`src/hdl/gpe_pkg.sv`:
```
// Shared codes for the gate position estimator: item kinds, gate statuses, motions, commands.
package gpe_pkg;

    // Item kinds carried on the input channel
    localparam logic [1:0] MODE_TICK    = 2'd0;
    localparam logic [1:0] MODE_STATUS  = 2'd1;
    localparam logic [1:0] MODE_REQUEST = 2'd2;
    localparam logic [1:0] MODE_STOP    = 2'd3;

    // Gate status codes as reported by the gate unit
    localparam logic [2:0] ST_PAUSED  = 3'd0;
    localparam logic [2:0] ST_CLOSED  = 3'd1;
    localparam logic [2:0] ST_OPENED  = 3'd2;
    localparam logic [2:0] ST_OPENING = 3'd3;
    localparam logic [2:0] ST_CLOSING = 3'd4;
    localparam logic [2:0] ST_OTHER   = 3'd5;

    // Motion codes
    localparam logic [1:0] MOT_IDLE    = 2'd0;
    localparam logic [1:0] MOT_OPENING = 2'd1;
    localparam logic [1:0] MOT_CLOSING = 2'd2;

    // Gate commands
    localparam logic [1:0] CMD_PAUSE = 2'd0;
    localparam logic [1:0] CMD_OPEN  = 2'd1;
    localparam logic [1:0] CMD_CLOSE = 2'd2;

    // Configuration register indexes
    localparam logic CFG_OPEN_MS  = 1'b0;
    localparam logic CFG_CLOSE_MS = 1'b1;

    // Reset run duration in milliseconds
    localparam int unsigned RESET_RUN_MS = 15000;

endpackage

```
`src/hdl/gpe_step_div.sv`:
```
// Iterative restoring divider: step = (diff * POS_MAX + dur / 2) / dur, saturated to POS_MAX.
module gpe_step_div #(
    parameter int POSITION_BITS = 16,
    parameter int DURATION_BITS = 24
) (
    input  logic                     aclk,
    input  logic                     aresetn,
    input  logic                     start,
    input  logic [31:0]              diff,
    input  logic [DURATION_BITS-1:0] dur,
    output logic                     done,
    output logic [POSITION_BITS-1:0] step
);
    import gpe_pkg::*;

    localparam int P  = POSITION_BITS;
    localparam int DB = DURATION_BITS;
    localparam int NW = 32 + P + 1;     // numerator incl. rounding carry
    localparam int HW = NW - P;         // high part compared against the divisor
    localparam int CW = $clog2(P + 1);

    typedef enum logic [4:0] {
        DV_IDLE  = 5'b00001,
        DV_PROD  = 5'b00010,
        DV_ADD   = 5'b00100,
        DV_CHECK = 5'b01000,
        DV_ITER  = 5'b10000
    } dv_state_t;

    dv_state_t       state_reg, state_next;
    logic [31:0]     diff_reg, diff_next;
    logic [DB-1:0]   dur_reg, dur_next;
    logic [NW-1:0]   numer_reg, numer_next;
    logic [DB-1:0]   rem_reg, rem_next;
    logic [P-1:0]    quo_reg, quo_next;
    logic [CW-1:0]   cnt_reg, cnt_next;
    logic            done_reg, done_next;

    logic [HW-1:0]   hi;
    logic [DB:0]     trial;
    logic            fits;

    assign hi    = numer_reg[NW-1:P];
    assign trial = {rem_reg, numer_reg[P-1]};
    assign fits  = trial >= {1'b0, dur_reg};

    always_comb begin
        state_next = state_reg;
        diff_next  = diff_reg;
        dur_next   = dur_reg;
        numer_next = numer_reg;
        rem_next   = rem_reg;
        quo_next   = quo_reg;
        cnt_next   = cnt_reg;
        done_next  = 1'b0;
        unique case (state_reg)
            DV_IDLE: begin
                if (start) begin
                    diff_next  = diff;
                    dur_next   = dur;
                    state_next = DV_PROD;
                end
            end
            DV_PROD: begin
                // diff * (2^P - 1) as shift and subtract
                numer_next = {1'b0, diff_reg, {P{1'b0}}} - {{(P + 1){1'b0}}, diff_reg};
                state_next = DV_ADD;
            end
            DV_ADD: begin
                numer_next = numer_reg + {{(NW - DB + 1){1'b0}}, dur_reg[DB-1:1]};
                state_next = DV_CHECK;
            end
            DV_CHECK: begin
                // quotient beyond P bits (or zero divisor): saturate at once
                if (hi >= {{(HW - DB){1'b0}}, dur_reg}) begin
                    quo_next   = {P{1'b1}};
                    done_next  = 1'b1;
                    state_next = DV_IDLE;
                end else begin
                    rem_next   = hi[DB-1:0];
                    quo_next   = '0;
                    cnt_next   = CW'(P);
                    state_next = DV_ITER;
                end
            end
            DV_ITER: begin
                rem_next   = fits ? trial[DB-1:0] - dur_reg : trial[DB-1:0];
                quo_next   = {quo_reg[P-2:0], fits};
                numer_next = {numer_reg[NW-2:0], 1'b0};
                cnt_next   = cnt_reg - 1'b1;
                if (cnt_reg == CW'(1)) begin
                    done_next  = 1'b1;
                    state_next = DV_IDLE;
                end
            end
            default: state_next = DV_IDLE;
        endcase
    end

    always_ff @(posedge aclk) begin
        if (!aresetn) begin
            state_reg <= DV_IDLE;
            done_reg  <= 1'b0;
            cnt_reg   <= '0;
        end else begin
            state_reg <= state_next;
            done_reg  <= done_next;
            cnt_reg   <= cnt_next;
        end
        diff_reg  <= diff_next;
        dur_reg   <= dur_next;
        numer_reg <= numer_next;
        rem_reg   <= rem_next;
        quo_reg   <= quo_next;
    end

    assign done = done_reg;
    assign step = quo_reg;

endmodule

```
`src/hdl/gate_position_estimator.sv`:
```
// Top level of the gate position estimator: item sequencer, gate state and result register.
// While the gate moves, a request passes the action, divide, apply, check and finish states, and
// the divider stops early when the step saturates; when it stands idle the divider is skipped.
// A new request is taken only once the last result is handed on, the single divider producing
// one quotient bit per cycle; s_ready is low meanwhile.
// Reset: synchronous, active low; gate closed, status unknown, run durations 15000 ms.
module gate_position_estimator #(
    parameter int POSITION_BITS = 16,
    parameter int DURATION_BITS = 24
) (
    input  logic                     aclk,
    input  logic                     aresetn,
    // configuration write port
    input  logic                     cfg_we,
    input  logic                     cfg_addr,
    input  logic [DURATION_BITS-1:0] cfg_wdata,
    // request channel
    input  logic                     s_valid,
    output logic                     s_ready,
    input  logic [1:0]               s_mode,
    input  logic [31:0]              s_now_ms,
    input  logic [2:0]               s_new_status,
    input  logic [POSITION_BITS-1:0] s_target_position,
    // result channel
    output logic                     m_valid,
    input  logic                     m_ready,
    output logic                     m_command_valid,
    output logic [1:0]               m_command_code,
    output logic [POSITION_BITS-1:0] m_position_estimate,
    output logic [1:0]               m_motion,
    output logic [DURATION_BITS-1:0] m_open_time_ms,
    output logic [DURATION_BITS-1:0] m_close_time_ms
);
    import gpe_pkg::*;

    localparam int P  = POSITION_BITS;
    localparam int DB = DURATION_BITS;
    localparam logic [P-1:0]  POS_MAX   = {P{1'b1}};
    localparam logic [DB-1:0] DUR_MAX   = {DB{1'b1}};
    localparam logic [31:0]   DUR_MAX32 = 32'((64'd1 << DB) - 64'd1);
    localparam logic [DB-1:0] DUR_RESET = DB'(RESET_RUN_MS);

    // Sequencer: take the item's own action, run the divider and apply the step while the gate
    // moves, check a pending midpoint, then hand the result to the output register.
    typedef enum logic [5:0] {
        S_IDLE   = 6'b000001,
        S_ACTION = 6'b000010,
        S_DIVIDE = 6'b000100,
        S_APPLY  = 6'b001000,
        S_CHECK  = 6'b010000,
        S_FINISH = 6'b100000
    } seq_state_t;

    seq_state_t     state_reg, state_next;

    // latched request
    logic [1:0]     mode_reg, mode_next;
    logic [31:0]    now_reg, now_next;
    logic [2:0]     status_reg, status_next;
    logic [P-1:0]   target_reg, target_next;

    // gate state
    logic [P-1:0]   gate_pos_reg, gate_pos_next;
    logic [2:0]     last_status_reg, last_status_next;
    logic [1:0]     motion_reg, motion_next;
    logic [P-1:0]   stop_target_reg, stop_target_next;
    logic           stop_valid_reg, stop_valid_next;
    logic [DB-1:0]  open_time_reg, open_time_next;
    logic [DB-1:0]  close_time_reg, close_time_next;
    logic [31:0]    run_start_reg, run_start_next;
    logic           run_valid_reg, run_valid_next;
    logic [31:0]    last_update_reg, last_update_next;
    logic           cmd_valid_reg, cmd_valid_next;
    logic [1:0]     cmd_code_reg, cmd_code_next;
    logic           div_start_reg, div_start_next;

    // result register
    logic           m_valid_reg, m_valid_next;
    logic           m_command_valid_reg, m_command_valid_next;
    logic [1:0]     m_command_code_reg, m_command_code_next;
    logic [P-1:0]   m_position_reg, m_position_next;
    logic [1:0]     m_motion_reg, m_motion_next;
    logic [DB-1:0]  m_open_reg, m_open_next;
    logic [DB-1:0]  m_close_reg, m_close_next;

    logic           div_done;
    logic [P-1:0]   div_step;
    logic [31:0]    div_diff;
    logic [DB-1:0]  div_dur;
    logic [31:0]    run_dt;
    logic [DB-1:0]  run_dt_sat;
    logic [P:0]     pos_sum;
    logic           accept;

    assign accept   = s_valid && s_ready;
    assign s_ready  = (state_reg == S_IDLE);

    // divider operands come from registered state, valid in the cycle after the action
    assign div_diff = now_reg - last_update_reg;
    assign div_dur  = (motion_reg == MOT_CLOSING) ? close_time_reg : open_time_reg;

    // measured run time, held to 1 .. DUR_MAX
    assign run_dt = now_reg - run_start_reg;
    always_comb begin
        priority if (run_dt == 32'd0) begin
            run_dt_sat = DB'(1);
        end else if (run_dt > DUR_MAX32) begin
            run_dt_sat = DUR_MAX;
        end else begin
            run_dt_sat = run_dt[DB-1:0];
        end
    end

    assign pos_sum = {1'b0, gate_pos_reg} + {1'b0, div_step};

    gpe_step_div #(
        .POSITION_BITS (P),
        .DURATION_BITS (DB)
    ) u_div (
        .aclk    (aclk),
        .aresetn (aresetn),
        .start   (div_start_reg),
        .diff    (div_diff),
        .dur     (div_dur),
        .done    (div_done),
        .step    (div_step)
    );

    always_comb begin
        state_next       = state_reg;
        mode_next        = mode_reg;
        now_next         = now_reg;
        status_next      = status_reg;
        target_next      = target_reg;
        gate_pos_next    = gate_pos_reg;
        last_status_next = last_status_reg;
        motion_next      = motion_reg;
        stop_target_next = stop_target_reg;
        stop_valid_next  = stop_valid_reg;
        open_time_next   = open_time_reg;
        close_time_next  = close_time_reg;
        run_start_next   = run_start_reg;
        run_valid_next   = run_valid_reg;
        last_update_next = last_update_reg;
        cmd_valid_next   = cmd_valid_reg;
        cmd_code_next    = cmd_code_reg;
        div_start_next   = 1'b0;

        // hold the result until taken
        m_valid_next         = m_valid_reg && !m_ready;
        m_command_valid_next = m_command_valid_reg;
        m_command_code_next  = m_command_code_reg;
        m_position_next      = m_position_reg;
        m_motion_next        = m_motion_reg;
        m_open_next          = m_open_reg;
        m_close_next         = m_close_reg;

        unique case (state_reg)
            S_IDLE: begin
                if (accept) begin
                    mode_next   = s_mode;
                    now_next    = s_now_ms;
                    // fold the unused status codes onto "other"
                    status_next = (s_new_status > ST_OTHER) ? ST_OTHER : s_new_status;
                    target_next = s_target_position;
                    state_next  = S_ACTION;
                end
            end
            S_ACTION: begin
                cmd_valid_next = 1'b0;
                cmd_code_next  = CMD_PAUSE;
                unique case (mode_reg)
                    MODE_STATUS: begin
                        if (status_reg != last_status_reg) begin
                            // recalibrate on a completed run from an end stop
                            priority if (status_reg == ST_PAUSED) begin
                                run_valid_next = 1'b0;
                            end else if ((last_status_reg == ST_CLOSED &&
                                          status_reg == ST_OPENING) ||
                                         (last_status_reg == ST_OPENED &&
                                          status_reg == ST_CLOSING)) begin
                                run_start_next = now_reg;
                                run_valid_next = 1'b1;
                            end else if (run_valid_reg) begin
                                if (status_reg == ST_OPENED) open_time_next = run_dt_sat;
                                if (status_reg == ST_CLOSED) close_time_next = run_dt_sat;
                                run_valid_next = 1'b0;
                            end
                            // snap at the end stops; pause after a full open
                            priority if (status_reg == ST_OPENED) begin
                                cmd_valid_next = 1'b1;
                                cmd_code_next  = CMD_PAUSE;
                                gate_pos_next  = POS_MAX;
                            end else if (status_reg == ST_CLOSED) begin
                                gate_pos_next = '0;
                            end
                            last_status_next = status_reg;
                            priority if (status_reg == ST_OPENING) begin
                                motion_next = MOT_OPENING;
                            end else if (status_reg == ST_CLOSING) begin
                                motion_next = MOT_CLOSING;
                            end else begin
                                motion_next = MOT_IDLE;
                            end
                            last_update_next = now_reg;
                        end
                    end
                    MODE_REQUEST: begin
                        if (target_reg != gate_pos_reg) begin
                            cmd_valid_next = 1'b1;
                            priority if (target_reg == POS_MAX) begin
                                cmd_code_next = CMD_OPEN;
                            end else if (target_reg == '0) begin
                                cmd_code_next = CMD_CLOSE;
                            end else begin
                                // midpoint: remember where to pause
                                stop_target_next = target_reg;
                                stop_valid_next  = 1'b1;
                                cmd_code_next    = (target_reg > gate_pos_reg) ? CMD_OPEN
                                                                               : CMD_CLOSE;
                            end
                        end
                    end
                    MODE_STOP: begin
                        cmd_valid_next = 1'b1;
                        cmd_code_next  = CMD_PAUSE;
                    end
                    MODE_TICK: begin
                    end
                    default: begin
                    end
                endcase
                if (motion_next != MOT_IDLE) begin
                    div_start_next = 1'b1;
                    state_next     = S_DIVIDE;
                end else begin
                    state_next = S_CHECK;
                end
            end
            S_DIVIDE: begin
                if (div_done) state_next = S_APPLY;
            end
            S_APPLY: begin
                // advance and clamp at the end stops
                if (motion_reg == MOT_CLOSING) begin
                    gate_pos_next = (div_step >= gate_pos_reg) ? '0 : gate_pos_reg - div_step;
                end else begin
                    gate_pos_next = pos_sum[P] ? POS_MAX : pos_sum[P-1:0];
                end
                last_update_next = now_reg;
                state_next       = S_CHECK;
            end
            S_CHECK: begin
                // pause once the requested midpoint is reached or passed
                if (motion_reg != MOT_IDLE && stop_valid_reg) begin
                    if (!((motion_reg == MOT_OPENING && gate_pos_reg < stop_target_reg) ||
                          (motion_reg == MOT_CLOSING && gate_pos_reg > stop_target_reg))) begin
                        cmd_valid_next  = 1'b1;
                        cmd_code_next   = CMD_PAUSE;
                        stop_valid_next = 1'b0;
                    end
                end
                state_next = S_FINISH;
            end
            S_FINISH: begin
                if (!m_valid_reg || m_ready) begin
                    m_valid_next         = 1'b1;
                    m_command_valid_next = cmd_valid_reg;
                    m_command_code_next  = cmd_valid_reg ? cmd_code_reg : CMD_PAUSE;
                    m_position_next      = gate_pos_reg;
                    m_motion_next        = motion_reg;
                    m_open_next          = open_time_reg;
                    m_close_next         = close_time_reg;
                    state_next           = S_IDLE;
                end
            end
            default: state_next = S_IDLE;
        endcase

        // a register write also sets the current duration
        if (cfg_we) begin
            if (cfg_addr == CFG_OPEN_MS) begin
                open_time_next = cfg_wdata;
            end else begin
                close_time_next = cfg_wdata;
            end
        end
    end

    always_ff @(posedge aclk) begin
        if (!aresetn) begin
            state_reg       <= S_IDLE;
            gate_pos_reg    <= '0;
            last_status_reg <= ST_OTHER;
            motion_reg      <= MOT_IDLE;
            stop_target_reg <= '0;
            stop_valid_reg  <= 1'b0;
            open_time_reg   <= DUR_RESET;
            close_time_reg  <= DUR_RESET;
            run_start_reg   <= '0;
            run_valid_reg   <= 1'b0;
            last_update_reg <= '0;
            cmd_valid_reg   <= 1'b0;
            cmd_code_reg    <= CMD_PAUSE;
            div_start_reg   <= 1'b0;
            m_valid_reg     <= 1'b0;
        end else begin
            state_reg       <= state_next;
            gate_pos_reg    <= gate_pos_next;
            last_status_reg <= last_status_next;
            motion_reg      <= motion_next;
            stop_target_reg <= stop_target_next;
            stop_valid_reg  <= stop_valid_next;
            open_time_reg   <= open_time_next;
            close_time_reg  <= close_time_next;
            run_start_reg   <= run_start_next;
            run_valid_reg   <= run_valid_next;
            last_update_reg <= last_update_next;
            cmd_valid_reg   <= cmd_valid_next;
            cmd_code_reg    <= cmd_code_next;
            div_start_reg   <= div_start_next;
            m_valid_reg     <= m_valid_next;
        end
        mode_reg            <= mode_next;
        now_reg             <= now_next;
        status_reg          <= status_next;
        target_reg          <= target_next;
        m_command_valid_reg <= m_command_valid_next;
        m_command_code_reg  <= m_command_code_next;
        m_position_reg      <= m_position_next;
        m_motion_reg        <= m_motion_next;
        m_open_reg          <= m_open_next;
        m_close_reg         <= m_close_next;
    end

    assign m_valid             = m_valid_reg;
    assign m_command_valid     = m_command_valid_reg;
    assign m_command_code      = m_command_code_reg;
    assign m_position_estimate = m_position_reg;
    assign m_motion            = m_motion_reg;
    assign m_open_time_ms      = m_open_reg;
    assign m_close_time_ms     = m_close_reg;

endmodule

```
`config.mk`:
```
export PLATFORM = sky130hd
export DESIGN_NAME = gate_position_estimator
export DESIGN_NICKNAME = d
export VERILOG_FILES = /design/src/hdl/gpe_pkg.sv /design/src/hdl/gpe_step_div.sv /design/src/hdl/gate_position_estimator.sv
export SDC_FILE = /design/constraint.sdc
export NUM_CORES = 1
export LEC_CHECK = 0
export BUFFER_PORTS_ARGS = -buffer_cell sky130_fd_sc_hd__buf_4
export CAP_MARGIN = 20
export CORE_MARGIN = 5
export CORE_UTILIZATION = 40
export CTS_CLUSTER_DIAMETER = 150
export DETAILED_ROUTE_END_ITERATION = 12
export PLACE_DENSITY_LB_ADDON = 0.3
export SYNTH_ARGS = -nofsm -noshare
export SYNTH_HDL_FRONTEND = slang
export SYNTH_SLANG_ARGS = --single-unit
```
`constraint.sdc`:
```
create_clock -name aclk -period 10.1 [get_ports aclk]
set_input_delay 2.02 -clock aclk [delete_from_list [all_inputs] [get_ports aclk]]
set_output_delay 2.02 -clock aclk [all_outputs]
set_load 0.005 [all_outputs]
```
; ---- Word-level counts from Yosys, hierarchy flattened
; Index checks and enable logic that the tools add are counted.
[totals]
out_inout_bits = 71
latch_bits = 0
n_memories = 0
elab_cells = 212
input_bits = 83
romBits = 0
mem_bits_rw = 0
ff_bits = 440
[op_classes]
n_addsub = 8
magnitude_cmp = 8
eq_ne = 41
n_bitwise = 3
muxes = 84
n_shift = 0
multipliers = 0
n_div = 0
n_reduce_logical = 35
[ops]
columns = cell, count
row1 = $mux W24, 23
row2 = $pmux W49 S3, 1
row3 = $mux W16, 8
row4 = $mux W32, 2
row5 = $pmux W16 S2, 2
row6 = $pmux W32 S2, 1
row7 = $sub A32 B32 Y32, 2
row8 = $add A49 B23 Y49, 1
row9 = $sub A48 B32 Y49, 1
row10 = $pmux W24 S2, 1
row11 = $pmux W6 S6, 1
row12 = $ge A33 B24 Y1, 1
row13 = $gt A16 B16 Y1, 2
row14 = $gt A32 B24 Y1 const B, 1
row15 = $logic_not A32 Y1, 1
row16 = $ge A25 B24 Y1, 1
row17 = $mux W5, 5
row18 = $pmux W5 S5, 1
row19 = $mux W2, 12
row20 = $sub A24 B24 Y24, 1
row21 = $mux W1, 18
row22 = $mux W6, 3
row23 = $ne A2 B2 Y1 const B, 9
row24 = $add A16 B16 Y17, 1
row25 = 43 further kinds, 80

; ---- Depth between registers and ports, before layout
[depth]
depth_word = 13
ltp_mapped = 15
depth_no_buf = 14

; ---- Hierarchy
; A second synthesis with hierarchy kept.
[hier_totals]
cells_unflattened = 3044
area_unflattened_um2 = 27883.0
[modules_own_cells]
columns = mod, seq_area_each_um2, cells_each, area_each_um2, n_inst
row1 = gate_position_estimator, 6906.6, 1863, 16454.5, 1
row2 = gpe_step_div, 4574.4, 1181, 11428.5, 1

; ---- Worst setup path after synthesis
; No wires, ideal clock.
[synth_timing]
path_kind = in2reg
start = in m_ready
end = reg m_close_reg[0] (netlist: m_close_time_ms[0]) (enable)
cell_stages = 2
arrival_ps = 5225
t_required_ps = 9596
n_path_buf = 0
setup_slack_ps = 4371
cell_sequence = nand2b_1 -> nor2b_1
[synth_between]
elab_chain_cells = 2
[synth_lines]
columns = element, line_no
row1 = "start, declared", gate_position_estimator.sv:26  ; input logic m_ready,
row2 = $logic_or A1 B1 Y1, gate_position_estimator.sv:266  ; if (!m_valid_reg || m_ready) begin
row3 = $reduce_and A2 Y1 (no line), n/a
row4 = "end signal, assigned", gate_position_estimator.sv:333  ; m_close_reg <= m_close_next;
row5 = "end, declared", gate_position_estimator.sv:84  ; logic [DB-1:0] m_close_reg, m_close_next;
; No other way between the ends.
; A chain may end at the register's enable or synchronous reset.

; ---- Final worst setup path
[layout_timing]
start = reg now_reg[0]
end = reg open_time_reg[22]
[layout_between]
elab_chain_cells = 13
elab_cells_between_ends = 14
cone_classes = 1 x add/sub / 1 x order compare / 11 x mux / 1 x reduce/logical
[layout_lines]
columns = element, line_no
row1 = "start, declared", gate_position_estimator.sv:58  ; logic [31:0] now_reg, now_next;
row2 = "start signal, assigned", gate_position_estimator.sv:325  ; now_reg <= now_next;
row3 = $sub A32 B32 Y32 (*), gate_position_estimator.sv:103  ; assign run_dt = now_reg - run_start_reg;
row4 = $gt A32 B24 Y1, gate_position_estimator.sv:107  ; end else if (run_dt > DUR_MAX32) begin
row5 = $mux W24, gate_position_estimator.sv:107
row6 = $mux W24 (*), gate_position_estimator.sv:105  ; priority if (run_dt == 32'd0) begin
row7 = $mux W24 (*), gate_position_estimator.sv:185  ; if (status_reg == ST_OPENED) open_time_next = run_dt_sat;
row8 = $mux W24 (*), gate_position_estimator.sv:184  ; end else if (run_valid_reg) begin
row9 = $mux W24 (*), gate_position_estimator.sv:178  ; end else if ((last_status_reg == ST_CLOSED &&
row10 = $mux W24 (*), gate_position_estimator.sv:176  ; priority if (status_reg == ST_PAUSED) begin
row11 = $mux W24 (*), gate_position_estimator.sv:174  ; if (status_reg != last_status_reg) begin
row12 = $mux W24 (*), gate_position_estimator.sv:172  ; unique case (mode_reg)
row13 = $mux W24 (*), gate_position_estimator.sv:158  ; unique case (state_reg)
row14 = $mux W24, gate_position_estimator.sv:282  ; if (cfg_addr == CFG_OPEN_MS) begin
row15 = $mux W24 (*), gate_position_estimator.sv:281  ; if (cfg_we) begin
row16 = "end signal, assigned", gate_position_estimator.sv:314  ; open_time_reg <= open_time_next;
row17 = "end, declared", gate_position_estimator.sv:68  ; logic [DB-1:0] open_time_reg, open_time_next;
; Every way passes the cells marked *; elsewhere a longest branch is shown, timed or not.

==> flow_metrics.py <==
metrics = {
    "run_status": {
        "status": "complete, no violations",
    },
    "routing": {
        "via_count": 23079,
        "top_layer": "met4",
        "wirelength_met1_um": 37200,
        "dr.pass1.iters": 6,
        "met3_wirelength_um": 4940,
        "wl_per_cell_um": 19.4,
        "drt_iter0_markers": 1829,
        "via_per_inst": 5.63,
        "finalWirelength_um": 79500,
        "dr_wl_met2_um": 35500,
        "ant_nets": 0,
        "drc": 0,
    },
    "cts": {
        "clk_pin_slew_ps": 70,
        "cts_max_path_buffers": 3,
        "cts_hold_buf": 0,
        "htreeDepth": 2,
        "post_cts_buffers": 0,
        "clkLatencyLatePin_ps": 600,
        "cts_tree": "built",
        "cts-root-buf": "clkbuf_16",
        "cts_buffers": 48,
        "cts.sinks": 440,
        "cts_resized": 0,
    },
    "timing": {
        "relSlewSlack_pct": 30.7,
        "slew_violations": 0,
        "hold_violations": 0,
        "worst_pin_slew_ps": 1040,
        "period_needed_ps": 4310,
        "setup_viol": 0,
        "max_freq_ghz": 0.232,
        "finalSetupTns_ps": 0,
        "skew_ps": 33.0,
        "rsz0062_at_grt": "no",
        "finalCritPeriodShare_pct": 42.6,
    },
    "placement": {
        "dp_hpwl_um": 58900,
        "gp_congestion": 0.916,
        "io_buffers": 153,
    },
    "critical_path": {
        "path_class": "reg2reg",
        "path_max_fanout": 28,
        "cp-startpoint": "now_reg[0]",
        "end_kind": "flop",
        "r2r_start": "now_reg[0]",
        "start_kind": "flop",
        "critical_path_required_ps": 10540,
        "arrival_ps": 4750,
    },
    "cells_and_area": {
        "final_cell_mix": "335 x nand2_1, 267 x edfxtp_1, 244 x a21oi_1",
        "drive_above_1_share_pct": 9.76,
        "fill_cells": 6560,
        "fin_util_pct": 45.5,
        "diodes": 0,
        "area_delta_synth_final_pct": 12.9,
        "final_common_cell": "nand2_1",
        "nets": 3431,
        "largest_register_ffs": 49,
    },
    "floorplan": {
        "coreArea_um2": 68600,
        "start_util_pct": 40.3,
        "die_w_um": 273,
        "ios": 154,
        "dieArea_um2": 74400,
        "die_y_um": 273,
        "placementRows": 96,
    },
    "run": {
        "drv_cap": 0,
    },
    "grt": {
        "grt_max_degree": 81,
        "grt_pass1_wl_um": 124000,
        "antenna_found_initial": 0,
        "grt_overflow_total": 0,
        "grt_pass1_vias": 21439,
        "grt_usage_pct": 20.7,
    },
    "synth": {
        "netlist-cell-type-count": 96,
        "synth_edf_count": 267,
        "syn_inst": 3023,
        "yosys_warnings": 0,
        "syn_area_um2": 27600,
        "ys_async_sr_fraction_pct": 0,
        "syn_nets": 3328,
        "yosysTopAreaCell": "edfxtp_1",
        "synth_area_leaders": "edfxtp_1 29%, dfxtp_1 13%, ha_1 9.8%",
        "seq_area_frac_synth_pct": 41.6,
        "synth_ff_type": "edfxtp_1",
        "synth_area_per_cell_um2": 9.13,
        "ys_ff_latch": 440,
        "yosysTopAreaCellShare_pct": 29.0,
    },
    "pwr": {
        "peakVddDrop_uv": 158,
        "p_leak_uw": 0.0121,
        "p_per_area_nw_per_um2": 141,
        "fin_total_pwr_uw": 4390,
    },
    "hold_path": {
        "hp-class": "reg2reg",
        "hold_path_startpoint": "last_update_reg[18]",
    },
}
## worst paths after layout
path	endpoint	slack (ps)	cells after the start
hold reg to reg	last_update_reg[18]	450	2
hold / removal	last_update_reg[18]	450	2
setup reg to reg	open_time_reg[22]	5790	13
setup / recovery	open_time_reg[22]	5790	13
## Yosys cell counts, types with 21 or more instances
cell	number
edfxtp_1	267
a21boi_0	21
nand3_1	60
o21a_1	28
mux2i_1	49
nand4_1	40
nor2_1	227
a21oi_1	244
o21ai_0	174
nand2_1	335
a21o_1	69
xor2_1	50
nor2b_1	29
nor4_1	21
or3_1	40
o211ai_1	37
clkbuf_1	97
a22oi_1	26
a31oi_1	35
inv_1	208
xnor2_1	101
dfxtp_1	173
nor3_1	90
ha_1	216
nand2b_1	37
and3_1	25
## cells by family after synthesis
family / count (synthesis) / synth area share, %
xor+xnor: 152 / 4.85
mux: 51 / 1.86
flops: 440 / 41.6
fa+ha+maj: 222 / 10.2
buf+inv: 332 / 4.65
compound gates: 833 / 19.4
simple gates: 993 / 17.4
## through the flow
step	worst slack [ps]	hold slack [ps]	cells	cell area, um2
3_3_place_gp	5890	432	4004	29600
5_1_grt	5490	465	4096	31200
6_report	5790	449	4096	31200
4_1_cts	5800	449	4093	31100
3_5_place_dp	5840	433	4004	29600
2_1_floorplan	4370	423	3023	27600
## power breakdown
part           internal (uW)  total, uW  switching (uW)
Combinational            254        663             409
Sequential              1980       2040            62.1
Clock                    949       1690             742
## metal layers
metal | vias up | GRT usage (%)
met3 | 112 | 2.59
met4 | 0 | 5.02
li1 | 11220 | -
met5 | - | 0
met2 | 785 | 32.6
met1 | 10962 | 30.4
## area by class of cell
cell class              instances  area (um2)  area share, %
clock buffers                  67        1340           4.28
flip-flops and latches        440       11500           36.8
multi-input cells            2251       14900           47.8
inverters                     209         786           2.52
clock inverters                22         150          0.482
repair buffers                176        1340           4.31
well taps                     931        1160           3.74
## critical path, cell delays in order, from the launching register on
cell,delay [ps]
edfxtp_1,380
inv_1,80
ha_1,210
fa_1,410
nor2b_1,210
o31ai_2,130
a21oi_2,360
a21oi_1,190
o22ai_1,180
mux2i_1,100
a211oi_1,350
nand4_4,460
nor4_4,920
a21oi_1,150
Note: power is estimated with default switching activity, not from simulation.
